### config.mk
export PLATFORM = sky130hd
export DESIGN_NAME = round_robin_backend_selector_unit
export DESIGN_NICKNAME = d
export VERILOG_FILES = /design/src/design/rrbs_pkg.sv /design/src/design/rrbs_ram.sv /design/src/design/round_robin_backend_selector_unit.sv
export VERILOG_INCLUDE_DIRS = /design/src /design/src/design
export SDC_FILE = /design/constraint.sdc
export NUM_CORES = 1
export LEC_CHECK = 0
export BUFFER_PORTS_ARGS = -buffer_cell sky130_fd_sc_hd__buf_2
export CORE_UTILIZATION = 52
export DETAILED_ROUTE_END_ITERATION = 7
export PLACE_DENSITY = 0.67
export SLEW_MARGIN = 20
export SYNTH_ARGS = -nofsm -noshare
export SYNTH_HDL_FRONTEND = slang
export SYNTH_SLANG_ARGS = --single-unit
### constraint.sdc
create_clock -name i_clk -period 6 [get_ports i_clk]
set_clock_uncertainty 0.05 [all_clocks]
set_input_delay 0.9 -clock i_clk [delete_from_list [all_inputs] [get_ports i_clk]]
set_output_delay 0.9 -clock i_clk [all_outputs]
set_load 0.1 [all_outputs]
### src/design/round_robin_backend_selector_unit_macros.svh
// assertion macros for the backend selector
// no dependencies; included by the top level
`ifndef ROUND_ROBIN_BACKEND_SELECTOR_UNIT_MACROS_SVH
`define ROUND_ROBIN_BACKEND_SELECTOR_UNIT_MACROS_SVH

`ifndef SYNTH

// same-cycle implication under synchronous active-low reset
`define RRBS_ASSERT_IMP(lbl, clk, rstn, ante, cons, msg) \
    lbl: assert property (@(posedge clk) disable iff (!rstn) (ante) |-> (cons)) else $error(msg);

// next-cycle implication under synchronous active-low reset
`define RRBS_ASSERT_NXT(lbl, clk, rstn, ante, cons, msg) \
    lbl: assert property (@(posedge clk) disable iff (!rstn) (ante) |=> (cons)) else $error(msg);

`else

`define RRBS_ASSERT_IMP(lbl, clk, rstn, ante, cons, msg)
`define RRBS_ASSERT_NXT(lbl, clk, rstn, ante, cons, msg)

`endif

`endif

### src/design/rrbs_pkg.sv
// shared constants and codes for the backend selector
// no dependencies
`timescale 1ns / 1ps
`default_nettype none

package rrbs_pkg;

    localparam int MAX_BACKENDS_DEF = 16;
    localparam int COUNT_WIDTH_DEF  = 16;

    localparam int CMD_W    = 2;
    localparam int ID_W     = 4;
    localparam int CONN_W   = 16;
    localparam int STATUS_W = 2;
    localparam int CFG_W    = 5;
    localparam int APB_DW   = 32;
    localparam int APB_AW   = 3;

    localparam logic [CMD_W-1:0] CMD_REQ    = 2'd0;
    localparam logic [CMD_W-1:0] CMD_DOWN   = 2'd1;
    localparam logic [CMD_W-1:0] CMD_HEALTH = 2'd2;

    localparam logic [STATUS_W-1:0] ST_OK        = 2'd0;
    localparam logic [STATUS_W-1:0] ST_NONE      = 2'd1;
    localparam logic [STATUS_W-1:0] ST_NOT_FOUND = 2'd2;

    localparam logic [APB_AW-3:0] REG_NUM_BACKENDS = 1'b0;

endpackage

`default_nettype wire

### src/design/rrbs_ram.sv
// generic single-port-write ram with registered read
// no dependencies
`timescale 1ns / 1ps
`default_nettype none

module rrbs_ram #(
    parameter int WIDTH = 16,
    parameter int DEPTH = 16
) (
    input  wire logic                               i_clk,
    input  wire logic                               i_we,
    input  wire logic [((DEPTH > 1) ? $clog2(DEPTH) : 1)-1:0] i_waddr,
    input  wire logic [WIDTH-1:0]                   i_wdata,
    input  wire logic [((DEPTH > 1) ? $clog2(DEPTH) : 1)-1:0] i_raddr,
    output logic [WIDTH-1:0]                        o_rdata
);

    logic [WIDTH-1:0] r_mem [DEPTH];
    logic [WIDTH-1:0] r_rdata;

    always_ff @(posedge i_clk) begin
        if (i_we) begin
            r_mem[i_waddr] <= i_wdata;
        end
        r_rdata <= r_mem[i_raddr];
    end

    assign o_rdata = r_rdata;

endmodule

`default_nettype wire

### src/design/round_robin_backend_selector_unit.sv
// round-robin backend selector with alive mask and saturating connection counts
// depends on rrbs_pkg, rrbs_ram and the assertion macro header
//
//  channel | direction | handshake          | payload
//  --------+-----------+--------------------+----------------------------------------------
//  cmd in  | in        | i_valid / o_ready  | i_cmd, i_backend_id
//  result  | out       | o_valid / i_ready  | o_backend_id_res, o_alive, o_connections,
//          |           |                    | o_status, o_last
//  config  | in        | apb psel / penable | paddr, pwdata, prdata, pready
//
// request: a scan past each backend that is down, then a count read, then the count write with the result beat
// mark-down: an address step, then a read step; health check: one result beat per active backend
// one index counter with a single increment-and-compare steps the scan and the sweep
// counts live in a small ram behind per-entry valid bits; no clearing pass after reset
// a finished beat waits in the output register; the sequencer holds while it is full
`timescale 1ns / 1ps
`default_nettype none
`include "round_robin_backend_selector_unit_macros.svh"

module round_robin_backend_selector_unit
    import rrbs_pkg::*;
#(
    parameter int MAX_BACKENDS = MAX_BACKENDS_DEF,
    parameter int COUNT_WIDTH  = COUNT_WIDTH_DEF
) (
    input  wire logic                i_clk,
    input  wire logic                i_rst_n,
    input  wire logic                i_valid,
    output logic                     o_ready,
    input  wire logic [CMD_W-1:0]    i_cmd,
    input  wire logic [ID_W-1:0]     i_backend_id,
    output logic                     o_valid,
    input  wire logic                i_ready,
    output logic [ID_W-1:0]          o_backend_id_res,
    output logic                     o_alive,
    output logic [CONN_W-1:0]        o_connections,
    output logic [STATUS_W-1:0]      o_status,
    output logic                     o_last,
    input  wire logic                psel,
    input  wire logic                penable,
    input  wire logic                pwrite,
    input  wire logic [APB_AW-1:0]   paddr,
    input  wire logic [APB_DW-1:0]   pwdata,
    output logic [APB_DW-1:0]        prdata,
    output logic                     pready
);

    localparam int IDX_W = (MAX_BACKENDS > 1) ? $clog2(MAX_BACKENDS) : 1;
    localparam int NW    = $clog2(MAX_BACKENDS + 1);
    localparam int CW    = (NW > CFG_W) ? NW : CFG_W;
    localparam int XW    = (NW > ID_W) ? NW : ID_W;
    localparam logic [COUNT_WIDTH-1:0] CNT_MAX = '1;

    typedef enum logic [2:0] {
        S_IDLE,
        S_SCAN,
        S_REQ_RD,
        S_REQ_WR,
        S_NONE,
        S_MARK_AD,
        S_MARK_RD,
        S_HC
    } t_state;

    t_state                   r_state;
    logic [CFG_W-1:0]         r_num;
    logic [MAX_BACKENDS-1:0]  r_alive;
    logic [MAX_BACKENDS-1:0]  r_vld;
    logic [IDX_W-1:0]         r_ptr;
    logic [IDX_W-1:0]         r_idx;
    logic [NW-1:0]            r_scan;
    logic                     r_nf;
    logic [ID_W-1:0]          r_bid;
    logic [COUNT_WIDTH-1:0]   r_val;

    logic                     r_o_valid;
    logic [ID_W-1:0]          r_o_id;
    logic                     r_o_alive;
    logic [CONN_W-1:0]        r_o_conn;
    logic [STATUS_W-1:0]      r_o_status;
    logic                     r_o_last;

    logic [CW-1:0]            num_ext;
    logic [NW-1:0]            act_n;
    logic [NW-1:0]            idx_inc;
    logic                     idx_wrap;
    logic [IDX_W-1:0]         idx_nxt;
    logic [IDX_W-1:0]         start_idx;
    logic                     out_free;
    logic                     beat_load;
    logic [COUNT_WIDTH-1:0]   ram_rdata;
    logic [COUNT_WIDTH-1:0]   rd_cnt;
    logic                     ram_we;
    logic                     cfg_wr;

    // active backend count, clamped to 1..MAX_BACKENDS
    assign num_ext = CW'(r_num);
    assign act_n   = (num_ext == '0) ? NW'(1) :
                     (num_ext > CW'(MAX_BACKENDS)) ? NW'(MAX_BACKENDS) : NW'(num_ext);

    // the shared step: increment with wrap at the active count
    assign idx_inc   = NW'(r_idx) + NW'(1);
    assign idx_wrap  = (idx_inc >= act_n);
    assign idx_nxt   = idx_wrap ? '0 : IDX_W'(idx_inc);
    assign start_idx = (NW'(r_ptr) >= act_n) ? '0 : r_ptr;

    assign out_free  = !r_o_valid || i_ready;
    assign beat_load = out_free && (r_state inside {S_REQ_WR, S_NONE, S_MARK_RD, S_HC});
    assign rd_cnt    = r_vld[r_idx] ? ram_rdata : '0;
    assign ram_we    = (r_state == S_REQ_WR) && out_free;

    rrbs_ram #(
        .WIDTH (COUNT_WIDTH),
        .DEPTH (MAX_BACKENDS)
    ) u_cnt_ram (
        .i_clk   (i_clk),
        .i_we    (ram_we),
        .i_waddr (r_idx),
        .i_wdata (r_val),
        .i_raddr (r_idx),
        .o_rdata (ram_rdata)
    );

    // config port
    assign cfg_wr = psel && penable && pwrite;
    assign pready = 1'b1;
    assign prdata = (paddr[APB_AW-1:2] == REG_NUM_BACKENDS) ? APB_DW'(r_num) : '0;

    always_ff @(posedge i_clk) begin
        if (!i_rst_n) begin
            r_num     <= CFG_W'(1);
            r_alive   <= '1;
            r_vld     <= '0;
            r_ptr     <= '0;
            r_state   <= S_IDLE;
            r_o_valid <= 1'b0;
        end else begin
            if (cfg_wr && (paddr[APB_AW-1:2] == REG_NUM_BACKENDS)) begin
                r_num <= pwdata[CFG_W-1:0];
            end
            if (i_ready && !beat_load) begin
                r_o_valid <= 1'b0;
            end
            case (r_state)
                S_IDLE: begin
                    if (i_valid) begin
                        case (i_cmd)
                            CMD_REQ: begin
                                r_idx   <= start_idx;
                                r_scan  <= '0;
                                r_state <= S_SCAN;
                            end
                            CMD_DOWN: begin
                                r_bid   <= i_backend_id;
                                r_nf    <= (XW'(i_backend_id) >= XW'(act_n));
                                r_idx   <= IDX_W'(i_backend_id);
                                r_state <= S_MARK_AD;
                            end
                            CMD_HEALTH: begin
                                r_idx   <= '0;
                                r_state <= S_HC;
                            end
                            default: begin
                                r_state <= S_IDLE;
                            end
                        endcase
                    end
                end
                S_SCAN: begin
                    if (r_alive[r_idx]) begin
                        r_ptr   <= idx_nxt;
                        r_state <= S_REQ_RD;
                    end else begin
                        r_idx  <= idx_nxt;
                        r_scan <= r_scan + NW'(1);
                        if (r_scan + NW'(1) == act_n) begin
                            r_ptr   <= idx_nxt;
                            r_state <= S_NONE;
                        end
                    end
                end
                S_REQ_RD: begin
                    r_val   <= (rd_cnt == CNT_MAX) ? rd_cnt : rd_cnt + COUNT_WIDTH'(1);
                    r_state <= S_REQ_WR;
                end
                S_REQ_WR: begin
                    if (out_free) begin
                        r_vld[r_idx] <= 1'b1;
                        r_o_valid    <= 1'b1;
                        r_o_id       <= ID_W'(r_idx);
                        r_o_alive    <= 1'b1;
                        r_o_conn     <= CONN_W'(r_val);
                        r_o_status   <= ST_OK;
                        r_o_last     <= 1'b1;
                        r_state      <= S_IDLE;
                    end
                end
                S_NONE: begin
                    if (out_free) begin
                        r_o_valid  <= 1'b1;
                        r_o_id     <= '0;
                        r_o_alive  <= 1'b0;
                        r_o_conn   <= '0;
                        r_o_status <= ST_NONE;
                        r_o_last   <= 1'b1;
                        r_state    <= S_IDLE;
                    end
                end
                S_MARK_AD: begin
                    r_state <= S_MARK_RD;
                end
                S_MARK_RD: begin
                    if (out_free) begin
                        r_o_valid <= 1'b1;
                        r_o_id    <= r_bid;
                        r_o_alive <= 1'b0;
                        r_o_last  <= 1'b1;
                        if (r_nf) begin
                            r_o_conn   <= '0;
                            r_o_status <= ST_NOT_FOUND;
                        end else begin
                            r_alive[r_idx] <= 1'b0;
                            r_o_conn       <= CONN_W'(rd_cnt);
                            r_o_status     <= ST_OK;
                        end
                        r_state <= S_IDLE;
                    end
                end
                S_HC: begin
                    // a valid count is never zero, so valid means busy
                    if (out_free) begin
                        r_alive[r_idx] <= r_vld[r_idx];
                        r_vld[r_idx]   <= 1'b0;
                        r_o_valid      <= 1'b1;
                        r_o_id         <= ID_W'(r_idx);
                        r_o_alive      <= r_vld[r_idx];
                        r_o_conn       <= '0;
                        r_o_status     <= ST_OK;
                        r_o_last       <= idx_wrap;
                        if (idx_wrap) begin
                            r_state <= S_IDLE;
                        end else begin
                            r_idx <= idx_nxt;
                        end
                    end
                end
                default: begin
                    r_state <= S_IDLE;
                end
            endcase
        end
    end

    assign o_ready          = (r_state == S_IDLE);
    assign o_valid          = r_o_valid;
    assign o_backend_id_res = r_o_id;
    assign o_alive          = r_o_alive;
    assign o_connections    = r_o_conn;
    assign o_status         = r_o_status;
    assign o_last           = r_o_last;

    `RRBS_ASSERT_NXT(a_req_busy, i_clk, i_rst_n, i_valid && o_ready && (i_cmd == CMD_REQ), !o_ready, "request beat did not take the sequencer")
    `RRBS_ASSERT_IMP(a_hc_range, i_clk, i_rst_n, r_state == S_HC, NW'(r_idx) < act_n, "health sweep index past active count")
    `RRBS_ASSERT_IMP(a_none_beat, i_clk, i_rst_n, o_valid && (o_status == ST_NONE), o_last && !o_alive && (o_connections == '0), "no-backend beat carries data")

endmodule

`default_nettype wire

* Word-level counts from Yosys, hierarchy flattened *
Memories as Yosys holds them, arrays and structs flattened. A register that Yosys moved wholly into a read port is not among the register bits.
Index checks and enable logic that the tools add are counted.

storage, ports and cells
  input bits = 48
  RAM bits = 256
  register bits = 99
  output and inout port bits = 59
  memories = 1
  logic and storage cells = 164

operators by class
  reduce and logical (&&, ||, !) cells = 40
  $add $sub $neg = 3
  mux-type cells = 66
  equality and inequality tests = 27
  $lt $le $gt $ge = 6
  bitwise logic cells = 5

memory list
  memory           words  bits a word  read ports  clocked after Yosys merged registers in  wr ports  line            source
  u_cnt_ram.r_mem  16     16           1           1                                        1         rrbs_ram.sv:18  logic [WIDTH-1:0] r_mem [DEPTH];

operators with widths
  operator               number
  $mux 16                11
  $pmux 16 s2            2
  $pmux 16 s3            1
  $mux 4                 11
  $pmux 4 s3             3
  $and 16x16->16         2
  $mux 5                 6
  $reduce_and 5->1       5
  $mux 3                 6
  $ne 2x2->1 const B     9
  $pmux 3 s6             1
  $add 16x1->16 const B  1
  $bwmux 16              1
  $eq 16x16->1 const B   1
  $not 16->16            1
  $or 16x16->16          1
  $eq 3x3->1 const B     4
  $mux 1                 12
  $reduce_and 4->1       3
  $reduce_bool 3->1      4
  $ge 4x5->1             2
  $ne 2x1->1 const B     5
  $pmux 5 s2             1
  $reduce_bool 2->1      5
  other kinds (34)       49

* Logic depth before layout (Yosys ltp) *
Gate-level depths: netlist of run 1.

  depth in word-level cells = 9
  mapped depth = 14
  depth with buffers taken out = 12

* Modules after synthesis *
From an unflattened synthesis of run 1, not the netlist that was laid out.

second synthesis, totals
  cells, all modules = 1000
  area total of the unflattened synthesis = 15647.5 sq um

modules (own cells, without submodules)
  module                             instances  area each (sq um)  sequential area each (sq um)  cells each
  rrbs_ram                           1          10043.4            8007.7                        432
  round_robin_backend_selector_unit  1          5604.1             2522.4                        568

* Least setup slack after synthesis of run 1 *
Ideal clock, no wire load.

  path kind = reg-to-output
  from = register r_state[0]
  to = output o_ready
  required time = 5.050 ns
  path buffers = 2
  cell stages (with the launch flop) = 4
  path slack = 2.246 ns
  data arrival time = 2.804 ns
  cell sequence = dfxtp_1 -> clkbuf_1 -> buf_1 -> nor3_1

between the ends
  word-level cells in the longest chain between the ends = 1

ends and longest elaborated chain
  what                      line                                      source
  start: declaration        round_robin_backend_selector_unit.sv:65   t_state r_state;
  start signal: assignment  round_robin_backend_selector_unit.sv:135  r_state <= S_IDLE;
  start signal: assignment  round_robin_backend_selector_unit.sv:151  r_state <= S_SCAN;
  start signal: assignment  round_robin_backend_selector_unit.sv:157  r_state <= S_MARK_AD;
  $logic_not 3->1           round_robin_backend_selector_unit.sv:254  assign o_ready = (r_state == S_IDLE);
  end: declaration          round_robin_backend_selector_unit.sv:29   output logic o_ready,

No other way between the ends.

* Worst setup path after layout of run 1 *
  from = register r_idx[3]
  to = register r_val[4] (data pin)

between the ends
  word-level cells in the longest chain between the ends = 5

ends and longest elaborated chain
  what                                           line                                      source
  start: declaration                             round_robin_backend_selector_unit.sv:70   logic [IDX_W-1:0] r_idx;
  start signal: assignment                       round_robin_backend_selector_unit.sv:149  r_idx <= start_idx;
  start signal: assignment                       round_robin_backend_selector_unit.sv:156  r_idx <= IDX_W'(i_backend_id);
  start signal: assignment                       round_robin_backend_selector_unit.sv:174  r_idx <= idx_nxt;
  $bmux 1 s4 *                                   round_robin_backend_selector_unit.sv:109  assign rd_cnt = r_vld[r_idx] ? ram_rdata : '0;
  $mux 1 (not written as such) *                 round_robin_backend_selector_unit.sv:109
  $mux 16 *                                      round_robin_backend_selector_unit.sv:109
  $add 16x1->16 or $eq 16x16->1 (tied branches)  round_robin_backend_selector_unit.sv:183  r_val <= (rd_cnt == CNT_MAX) ? rd_cnt : rd_cnt + COUNT_WIDTH'(1);
  $mux 16 *                                      round_robin_backend_selector_unit.sv:183
  end signal: assignment                         round_robin_backend_selector_unit.sv:183
  end: declaration                               round_robin_backend_selector_unit.sv:74   logic [COUNT_WIDTH-1:0] r_val;

Mark *: on every way between the ends. The rest lies on a longest branch, timed or not. The select of a mux whose other input is x is not followed.
A chain may end at the register's enable or synchronous reset.

==> results of run 1 <==
## Yosys cell counts (2+ instances only)
master / count
nor2b_1: 18
nor2_1: 52
xnor2_1: 10
and3_1: 4
mux2i_1: 13
clkbuf_1: 33
a22o_1: 17
a211oi_1: 3
a21oi_1: 10
o311ai_1: 16
a21boi_0: 2
nor3_1: 10
buf_1: 9
conb_1: 2
o21bai_1: 2
a21o_1: 5
nand4b_1: 2
ha_1: 23
nand3b_1: 3
xor2_1: 10
and2_1: 3
buf_2: 5
o21ai_1: 3
inv_1: 17
and3b_1: 2
o21ai_0: 22
o221ai_1: 4
o211ai_1: 3
nand4_1: 6
mux4_2: 89
buf_4: 28
a31oi_1: 3
o21a_1: 32
a22oi_1: 4
nand3_1: 22
and4_1: 5
edfxtp_1: 310
dfxtp_1: 61
nand2_1: 39
nand2b_1: 5
## sequential cells by signal (all words and copies together) (netlist names), 3 cells and up, named ones only
signal,count
r_ptr,4
r_bid,4
r_idx,4
u_cnt_ram.o_rdata,16
r_state,3
o_backend_id_res,4
r_val,16
r_scan,5
r_alive,16
u_cnt_ram.r_mem,256
o_connections,16
num_ext,5
## cell type report
cell class | count | area [um2]
inverters | 18 | 67.56
fillers | 2151 | 11640
clock buffers | 55 | 1086
well taps | 384 | 480.5
clock inverters | 15 | 158.9
multi-input cells | 483 | 4638
flip-flops and latches | 371 | 10530
repair buffers | 71 | 414.1
## worst min-delay path, delay by kind of cell (launching register included)
| kind | cells | cell delay [ns] |
|---|---|---|
| simple gates | 1 | 0.05 |
| mux | 1 | 0.06 |
| flops | 1 | 0.31 |
## logic make-up (layout without fill, tap and decap cells)
| group | after synthesis | count (layout) | share of synthesized area |
|---|---|---|---|
| flip-flops | 371 | 371 | 0.6809 |
| AND/OR/NAND/NOR | 176 | 176 | 0.05583 |
| AO/OA/AOI/OAI | 133 | 133 | 0.06359 |
| multiplexers | 103 | 103 | 0.1388 |
| buffers and inverters | 94 | 159 | 0.03050 |
| adder cells (fa/ha/maj) | 23 | 23 | 0.01861 |
| XOR/XNOR | 20 | 20 | 0.01133 |
| other | 2 | 28 | 0.0004856 |
## worst max-delay path by stage
stage | startpoint | to | slack [ns] | cells after the start
4_1_cts | r_idx[3] | r_val[4] | 1.73 | 12
6_report | r_idx[3] | r_val[4] | 1.71 | 12
3_3_place_gp | r_idx[3] | r_val[4] | 1.85 | 12
5_1_grt | r_idx[3] | r_val[4] | 1.48 | 13
3_5_place_dp | r_idx[3] | r_val[4] | 1.78 | 12
2_1_floorplan | r_state[0] | o_ready | 2.25 | 3
## routing by layer
layer  up-vias  global-route usage
met3        30             0.03434
met5         -                   0
met4         0             0.05336
met1      4237              0.3312
met2       311              0.3672
li1       3727                   -
## stage by stage
stage	power (mW)	util	hold slack [ns]	instance area, um2	worst slack [ns]
after floorplan	3.371	-	0.3886	15560	2.246
after global placement	3.468	0.5554	0.3973	16110	1.855
after detailed placement	3.477	0.5554	0.4117	16110	1.781
after CTS	5.804	0.5983	0.4172	17360	1.730
after global routing	5.942	0.5989	0.4361	17380	1.482
final	5.765	0.5989	0.4166	17380	1.706
## report_power, final
group	total, mW	internal (mW)	switching (mW)
logic	0.507	0.150	0.357
registers	2.92	2.84	0.0742
clock network	2.34	1.39	0.948
==> qor.yml, run 1 <==
whs_path_depth: 2
synth_area_mm2: 0.01546
path_buf_inv: 1
grt_pass1_vias: 8313
clk_pin_slew_ns: 0.06
crit_type: "reg -> reg"
relSlewSlack: 0.2719
worstSetupStartpointType: "flip-flop"
routedWlPerCell_um: 24.01
boundaryPins: 107
maxCapViolCount: 0
syn_inst: 922
grt_pass1_wl_um: 51200
synth_edf_count: 310
peakVddDrop_v: 0.0001879
nets: 1055
port-buffer-count: 49
finalHoldViolations: 0
wl_met1_um: 14320
synth.area.top_cells: "edfxtp_1 (60%), mux4_2 (13%), dfxtp_1 (7.9%)"
layout-drive-gt1-share: 0.2349
synth.distinct_cells: 55
slowest_delay_ns: 1.07
r2r_end: "r_val[4]"
fin_cells: 1397
post-route-drc-count: 0
dpl.hpwl_um: 19560
yosys_warnings: 0
seq_area_frac_synth: 0.6809
cp_max_fo: 20
min_path_type: "reg -> reg"
post_cts_buffers: 0
end_kind: "flip-flop"
rsz0062_at_grt: "false"
die_h_um: 174.5
grt_usage: 0.2286
critPathRequiredTime_ns: 6.22
holdBufCountCts: 0
holdPathEnd: "r_ptr[0]"
place.gp.congestion: 0.8449
cpMostUsedCell: "nor2_1"
num_antenna_cells: 0
drt_iter0_markers: 806
ys_ff_latch: 371
worstMarginPinSlew_ns: 1.092
fp.dieW_um: 174.5
status: "finished, final reports clean"
dp.cells: 1326
insertion_delay_ns: 0.52
vias: 8305
via_per_inst: 5.945
setup_viol: 0
initial_core_util: 0.5330
async_reset_ff_frac: 0
rr_worst_depth: 12
cts_tree: "done"
crit_family: "simple AND/OR/NAND/NOR gates"
h-tree-depth: 2
clock_sinks: 371
ctsResizeCount: 0
path_cells: "mux4_2 > mux2_2 > o21ai_2 > buf_4 > nor2_1 > ha_1 > nand3_1 > nor3_1 > nand2_1 > nand4_1 > xor2_1 > nor2_1"
period_minus_slack_ns: 4.294
rrSetupSlack_ns: 1.71
power_density_mw_per_mm2: 331.8
overflow: 0
fmax_mhz: 232.9
grt_max_degree: 55
slowest_stage: "edfxtp_1"
wl_um: 33540
period_share: 0.7157
antenna_found_initial: 0
maxUsedRoutingLayer: "met4"
met3_length_um: 2226
yosysTopAreaCellShare: 0.6019
postSynthAreaPerCell_um2: 16.77
die_area_mm2: 0.03043
cts_buffers: 39
mostFrequentLayoutCells: "edfxtp_1 (310), mux4_2 (89), dfxtp_1 (61), buf_2 (49)"
mostFrequentLayoutCell: "edfxtp_1"
fp.coreArea_mm2: 0.02901
root_buffer: "clkbuf_16"
final.setup.tns_ns: 0
synth.largest_area_cell: "edfxtp_1"
critPathArrivalTime_ns: 4.51
cts_buffer_depth: 3
hp-start: "r_ptr[0]"
areaGrowthSynthToFinish_pct: 12.35
met2WireLength_um: 16590
p_leak_nw: 5.808
drt_pass1_iterations: 5
synthFlopType: "edfxtp_1"
antenna_left: 0
rows: 62
r2r-start: "r_idx[3]"
maxSlewViolCount: 0
Note: power is estimated with default switching activity, not from simulation.
==> inputs of run 2 (changes only) <==
PLACE_DENSITY = 0.7   (was 0.67)
clock period = 3.9 ns   (was 6 ns; I/O delays follow)
==> qor.yml, run 2 (synthesized netlist as in run 1, its figures left out) <==
met2WireLength_um: 16170  # was 16590 um
fmax_mhz: 284.6  # was 232.9 MHz
worstSetupStartpointType: "flip-flop"  # unchanged
post-route-drc-count: 0  # unchanged
maxUsedRoutingLayer: "met4"  # unchanged
relSlewSlack: 0.4424  # was 0.2719
holdBufCountCts: 0  # unchanged
grt_pass1_vias: 8498  # was 8313
wl_met1_um: 14560  # was 14320 um
regArea_mm2: 0.01053  # unchanged
dpl.hpwl_um: 20940  # was 19560 um
grt_pass1_wl_um: 51740  # was 51200 um
status: "finished, final reports clean"  # unchanged
slowest_delay_ns: 0.57  # was 1.07 ns
cp_max_fo: 8  # was 20
maxSlewViolCount: 0  # unchanged
grt_usage: 0.2289  # was 0.2286
setup_viol: 0  # unchanged
largest_reg_flops: 256  # unchanged
period_share: 0.9011  # was 0.7157
port-buffer-count: 49  # unchanged
layout-drive-gt1-share: 0.2551  # was 0.2349
slowest_stage: "mux4_2"  # was edfxtp_1
initial_core_util: 0.5330  # unchanged
fp.dieW_um: 174.5  # unchanged
num_antenna_cells: 0  # unchanged
final.setup.tns_ns: 0  # unchanged
min_path_type: "in -> reg"  # was reg -> reg
via_per_inst: 6.063  # was 5.945
fillers: 2120  # was 2151
cts_tree: "done"  # unchanged
nets: 1073  # was 1055
finalHoldViolations: 0  # unchanged
clock_sinks: 371  # unchanged
maxCapViolCount: 0  # unchanged
p_leak_nw: 5.970  # was 5.808 nW
met3_length_um: 2108  # was 2226 um
peakVddDrop_v: 0.0002658  # was 0.0001879 V
critPathRequiredTime_ns: 4.11  # was 6.22 ns
antenna_left: 0  # unchanged
place.gp.congestion: 0.8208  # was 0.8449
cts_buffer_depth: 3  # unchanged
multiInputGateArea_mm2: 0.004613  # was 0.004638 mm2
critPathArrivalTime_ns: 3.73  # was 4.51 ns
end_kind: "flip-flop"  # unchanged
routedWlPerCell_um: 23.84  # was 24.01 um
post-route-util: 0.6092  # was 0.5989
grt_max_degree: 38  # was 55
mostFrequentLayoutCells: "edfxtp_1 (310), mux4_2 (89), dfxtp_1 (61), buf_2 (49)"  # unchanged
vias: 8579  # was 8305
power_density_mw_per_mm2: 517.9  # was 331.8 mW/mm2
crit_type: "reg -> reg"  # unchanged
areaGrowthSynthToFinish_pct: 14.28  # was 12.35%
rows: 62  # unchanged
path_cells: "mux4_2 > mux2_2 > o21ai_2 > nor2_1 > ha_1 > nand3_1 > nor3_2 > a311oi_4 > and4_1 > xnor2_1 > nor2_1"  # was mux4_2 > mux2_2 > o21ai_2 > buf_4 > nor2_1 > ha_1 > nand3_1 > nor3_1 > nand2_1 > nand4_1 > xor2_1 > nor2_1
die_area_mm2: 0.03043  # unchanged
mostFrequentLayoutCell: "edfxtp_1"  # unchanged
drt_pass1_iterations: 4  # was 5
insertion_delay_ns: 0.53  # was 0.52 ns
boundaryPins: 107  # unchanged
period_minus_slack_ns: 3.514  # was 4.294 ns
cts_buffers: 38  # was 39
rsz0062_at_grt: "false"  # unchanged
worstMarginPinSlew_ns: 0.8363  # was 1.092 ns
h-tree-depth: 2  # unchanged
cpMostUsedCell: "nor2_1"  # unchanged
overflow: 0  # unchanged
drt_iter0_markers: 889  # was 806
antenna_found_initial: 0  # unchanged
die_h_um: 174.5  # unchanged
clk_pin_slew_ns: 0.06  # about the same
root_buffer: "clkbuf_16"  # unchanged
fp.coreArea_mm2: 0.02901  # unchanged
wl_um: 33740  # was 33540 um
top_register: "u_cnt_ram.r_mem"  # unchanged
[run 2: cell count changes in the layout (fill, tap and decap cells not counted), moves of 2 or more]
cell       delta
buf_4        +13
buf_12        +6
nor2_2        +6
nor2_4        -6
bufinv_16     +3
clkbuf_1      -3
clkinv_1      -3
clkbuf_8      +2
[run 2: worst max-delay path: cells and delay by family, from the launching register on]
family / cells / cell delay, ns
compound gates: 2 / 0.73
xor+xnor: 1 / 0.12
fa+ha+maj: 1 / 0.32
flops: 1 / 0.47
mux: 2 / 0.86
simple gates: 5 / 0.70
[run 2: cell type report]
type,count,area share
Tap cell,384,0.02719
Multi-Input combinational cell,483,0.2610
Clock inverter,15,0.01381
Sequential cell,371,0.5958
Inverter,18,0.003823
Clock buffer,54,0.06237
Timing Repair Buffer,90,0.03596
[run 2: path summary, 6_finish.rpt]
| path | depth (start not counted) | slack, ns | start | to |
|---|---|---|---|---|
| min reg2reg | 2 | 0.42 | r_ptr[0] | r_ptr[0] |
| min | 3 | 0.23 | pwdata[0] | num_ext[0] |
| max | 11 | 0.39 | r_idx[1] | r_val[5] |
| max reg2reg | 11 | 0.39 | r_idx[1] | r_val[5] |
[run 2: metrics by stage]
step                cells  hold WS, ns  area [um2]  total power, mW  setup WS [ns]
floorplan             948       0.3886       15560            5.186         0.2116
global placement     1345       0.3955       16310            5.340         0.3879
detailed placement   1345       0.4092       16310            5.356         0.3197
CTS                  1414       0.2177       17650            9.201         0.2798
global route         1415       0.2302       17670            9.413         0.1499
finish               1415       0.2267       17670            9.153         0.3858
[run 2: per-layer routing]
layer,track usage,vias up
met5,0,-
met4,0.07602,0
met3,0.03325,56
met2,0.3576,319
met1,0.3325,4444
li1,-,3760
[run 2: power by group]
part           total, mW  internal (mW)  leakage [nW]  switching (mW)
clock               3.88           2.38         0.658            1.50
sequential          4.49           4.37          3.26           0.113
combinational      0.792          0.237          2.05           0.554
[run 2: repair_timing]
| action | CTS | global route |
|---|---|---|
| gates resized for setup | 0 | 1 |
| hold endpoints to repair | 0 | 0 |
| setup endpoints to repair | 0 | 2 |
| buffers inserted | 0 | 0 |
==> inputs of run 3 (changes only) <==
ABC_AREA = 1   (was default)
==> qor.yml, run 3 <==
maxCapViolCount: 0  # unchanged
pwr-share-seq: 0.421  # was 0.490
mostFrequentLayoutCells: "edfxtp_1 (310), nor2_1 (233), o21ai_0 (210), nand2_1 (199), inv_1 (95)"  # was edfxtp_1 (310), mux4_2 (89), dfxtp_1 (61), buf_2 (49)
ys_top_cells_by_count: "edfxtp_1 (310), nor2_1 (249), o21ai_0 (210)"  # was edfxtp_1 (310), mux4_2 (89), dfxtp_1 (61)
startpoint: "r_idx[2]"  # was r_idx[1]
synthMuxAreaShare: 0  # was 0.1388
maxSlewViolCount: 0  # unchanged
rrSetupSlack_ns: 0.45  # was 0.39 ns
async_reset_ff_frac: 0  # unchanged
r2r_end: "r_val[1]"  # was r_val[5]
p_leak_nw: 6.432  # was 5.970 nW
wl_um: 39270  # was 33740 um
drt_iter0_markers: 1331  # was 889
largest_reg_flops: 256  # unchanged
fin_hold_ws_ns: 0.2212  # was 0.2267 ns
peakVddDrop_v: 0.0003877  # was 0.0002658 V
yosys.area_share.simple: 0.1500  # was 0.05583
boundaryPins: 107  # unchanged
worstSetupStartpointType: "flip-flop"  # unchanged
post-route-drc-count: 0  # unchanged
critPathRequiredTime_ns: 4.14  # was 4.11 ns
fp.dieW_um: 177.6  # was 174.5 um
mostFrequentLayoutCell: "edfxtp_1"  # unchanged
fmax_mhz: 289.6  # was 284.6 MHz
endpoint: "r_val[1]"  # was r_val[5]
final.setup.tns_ns: 0  # unchanged
status: "finished, final reports clean"  # unchanged
place.gp.congestion: 0.9251  # was 0.8208
antenna_found_initial: 1  # was 0
yosysMostFrequentCell: "edfxtp_1"  # unchanged
period_minus_slack_ns: 3.453  # was 3.514 ns
p_sw_frac: 0.3627  # was 0.2364
top_register: "u_cnt_ram.r_mem"  # unchanged
port-buffer-count: 49  # unchanged
nets: 1631  # was 1073
overflow: 0  # unchanged
synth_top_family_by_area: "simple AND/OR/NAND/NOR gates"  # was multiplexers
synth-compound-area-share: 0.1142  # was 0.06359
synth_xor_xnor_area_share: 0.004916  # was 0.01133
postSynthAreaPerCell_um2: 10.65  # was 16.77 um2
syn_inst: 1506  # was 922
areaGrowthSynthToFinish_pct: 11.56  # was 14.28%
rows: 63  # was 62
grt_util_met3: 0.04306  # was 0.03325
grt_pass1_vias: 10894  # was 8498
p_sw_mw: 4.311  # was 2.164 mW
vias: 11327  # was 8579
clk_pin_slew_ns: 0.06  # about the same
drt_pass1_iterations: 6  # was 4
rsz0062_at_grt: "false"  # unchanged
dpl.hpwl_um: 24150  # was 20940 um
grt_usage: 0.2560  # was 0.2289
crit_type: "reg -> reg"  # unchanged
routedWlPerCell_um: 19.84  # was 23.84 um
ys_ff_latch: 371  # unchanged
synth.largest_area_cell: "edfxtp_1"  # unchanged
clkPwrFrac: 0.298  # was 0.423
period_share: 0.8853  # was 0.9011
intPower_mw: 7.574  # was 6.989 mW
setup_viol: 0  # unchanged
via_per_inst: 5.724  # was 6.063
r2r-start: "r_idx[2]"  # was r_idx[1]
die_area_mm2: 0.03154  # was 0.03043 mm2
rr_worst_depth: 14  # was 11
cts_tree: "done"  # unchanged
power_density_mw_per_mm2: 664.4  # was 517.9 mW/mm2
end_kind: "flip-flop"  # unchanged
grt_max_degree: 83  # was 38
post_cts_buffers: 0  # unchanged
antenna_left: 0  # unchanged
clock_sinks: 371  # unchanged
insertion_delay_ns: 0.53  # about the same
synthFlopType: "edfxtp_1"  # unchanged
fp.coreArea_mm2: 0.02995  # was 0.02901 mm2
finalHoldViolations: 0  # unchanged
min_path_type: "in -> reg"  # unchanged
yosys_warnings: 0  # unchanged
seq_area_frac_synth: 0.6567  # was 0.6809
gr-max-usage-layer: "met2"  # unchanged
cts_buffer_depth: 3  # unchanged
yosysTopAreaCellShare: 0.5806  # was 0.6019
critPathArrivalTime_ns: 3.69  # was 3.73 ns
initial_core_util: 0.5353  # was 0.5330
synth_area_mm2: 0.01603  # was 0.01546 mm2
die_h_um: 177.6  # was 174.5 um
grt_pass1_wl_um: 60860  # was 51740 um
cts_buffers: 39  # was 38
relSlewSlack: 0.4240  # was 0.4424
synth_edf_count: 310  # unchanged
ctsResizeCount: 0  # unchanged
num_antenna_cells: 0  # unchanged
synth.distinct_cells: 39  # was 55
use_met2: 0.4206  # was 0.3576
layout-drive-gt1-share: 0.1233  # was 0.2551
holdBufCountCts: 0  # unchanged
h-tree-depth: 2  # unchanged
pwr-share-comb: 0.280  # was 0.087
met1_usage: 0.3456  # was 0.3325
synthAdderAreaFrac: 0.01795  # was 0.01861
root_buffer: "clkbuf_16"  # unchanged
cp_max_fo: 18  # was 8
worstMarginPinSlew_ns: 0.8574  # was 0.8363 ns
synth.area.top_cells: "edfxtp_1 (58%), dfxtp_1 (7.6%), o21ai_0 (6.6%)"  # was edfxtp_1 (60%), mux4_2 (13%), dfxtp_1 (7.9%)
## run 3: cell types whose count changed after synthesis, sizes merged, moves of 22 or more
cell   before  now
a21oi      10   48
mux4       89    0
nand4       6   28
nor2       52  265
nand2      39  206
inv        17  102
o22ai       0   66
o21a       32    2
nand3      22   49
o21ai      26  210
## run 3: power by group through the flow
stage / combinational [mW] / sequential [mW] / clock (mW)
floorplan: 2.16 / 5.26 / 0
global placement: 3.22 / 5.08 / 0
detailed placement: 3.28 / 5.09 / 0
CTS: 3.31 / 5.00 / 3.59
global route: 3.67 / 5.03 / 3.74
finish: 3.33 / 5.01 / 3.54
## run 3: cells by family (layout without fill, tap and decap cells)
kind of cell / count (synthesis) / count (layout)
other: 2 / 28
AND/OR/NAND/NOR: 560 / 560
buffers and inverters: 201 / 258
adder cells (fa/ha/maj): 23 / 23
flip-flops: 371 / 371
XOR/XNOR: 9 / 9
AO/OA/AOI/OAI: 340 / 340
## run 3: final cells by class
cell class                      count  area (um2)
Inverter                          104       392.9
Clock inverter                     15       138.9
Sequential cell                   371       10530
Multi-Input combinational cell    960        4752
Timing Repair Buffer               84       508.0
Clock buffer                       55        1077
Tap cell                          390       488.0
Fill cell                        2418       12070
## run 3: worst min-delay path by stage
stage	slack, ns	cells after the start	end	startpoint
after floorplan	0.39	2	r_alive[10]	r_alive[10]
after detailed placement	0.40	2	r_alive[15]	r_alive[15]
after global placement	0.40	2	r_alive[6]	r_alive[6]
final	0.22	3	num_ext[0]	pwdata[0]
after CTS	0.20	3	num_ext[0]	pwdata[0]
after global routing	0.24	1	r_bid[1]	i_backend_id[1]
## run 3: routing by layer
layer / share of wire / vias up
met5: 0.00048 / -
met2: 0.48 / 482
met4: 0.029 / 2
li1: - / 5333
met1: 0.42 / 5420
met3: 0.072 / 90
## run 3: stage by stage
stage	util	instance area [um2]	power [mW]	std cells	setup WS, ns
5_1_grt	0.5972	17890	12.45	1979	0.2100
2_1_floorplan	-	16130	7.425	1532	0.7155
3_3_place_gp	0.5566	16670	8.300	1909	0.6097
6_report	0.5972	17890	11.89	1979	0.4472
3_5_place_dp	0.5566	16670	8.367	1909	0.5493
4_1_cts	0.5972	17890	11.90	1979	0.5365
## run 3: worst max-delay path, cell delays in order, from the launching register on
cell,delay (ns)
edfxtp_1,0.56
nand2_2,0.15
inv_2,0.42
nand2_1,0.13
nand2_2,0.13
inv_2,0.05
nand2_4,0.17
nand2_1,0.11
inv_1,0.15
ha_1,0.35
nand4_2,0.22
nor2_4,0.21
nand2_2,0.28
nand2_1,0.14
nand2_1,0.06
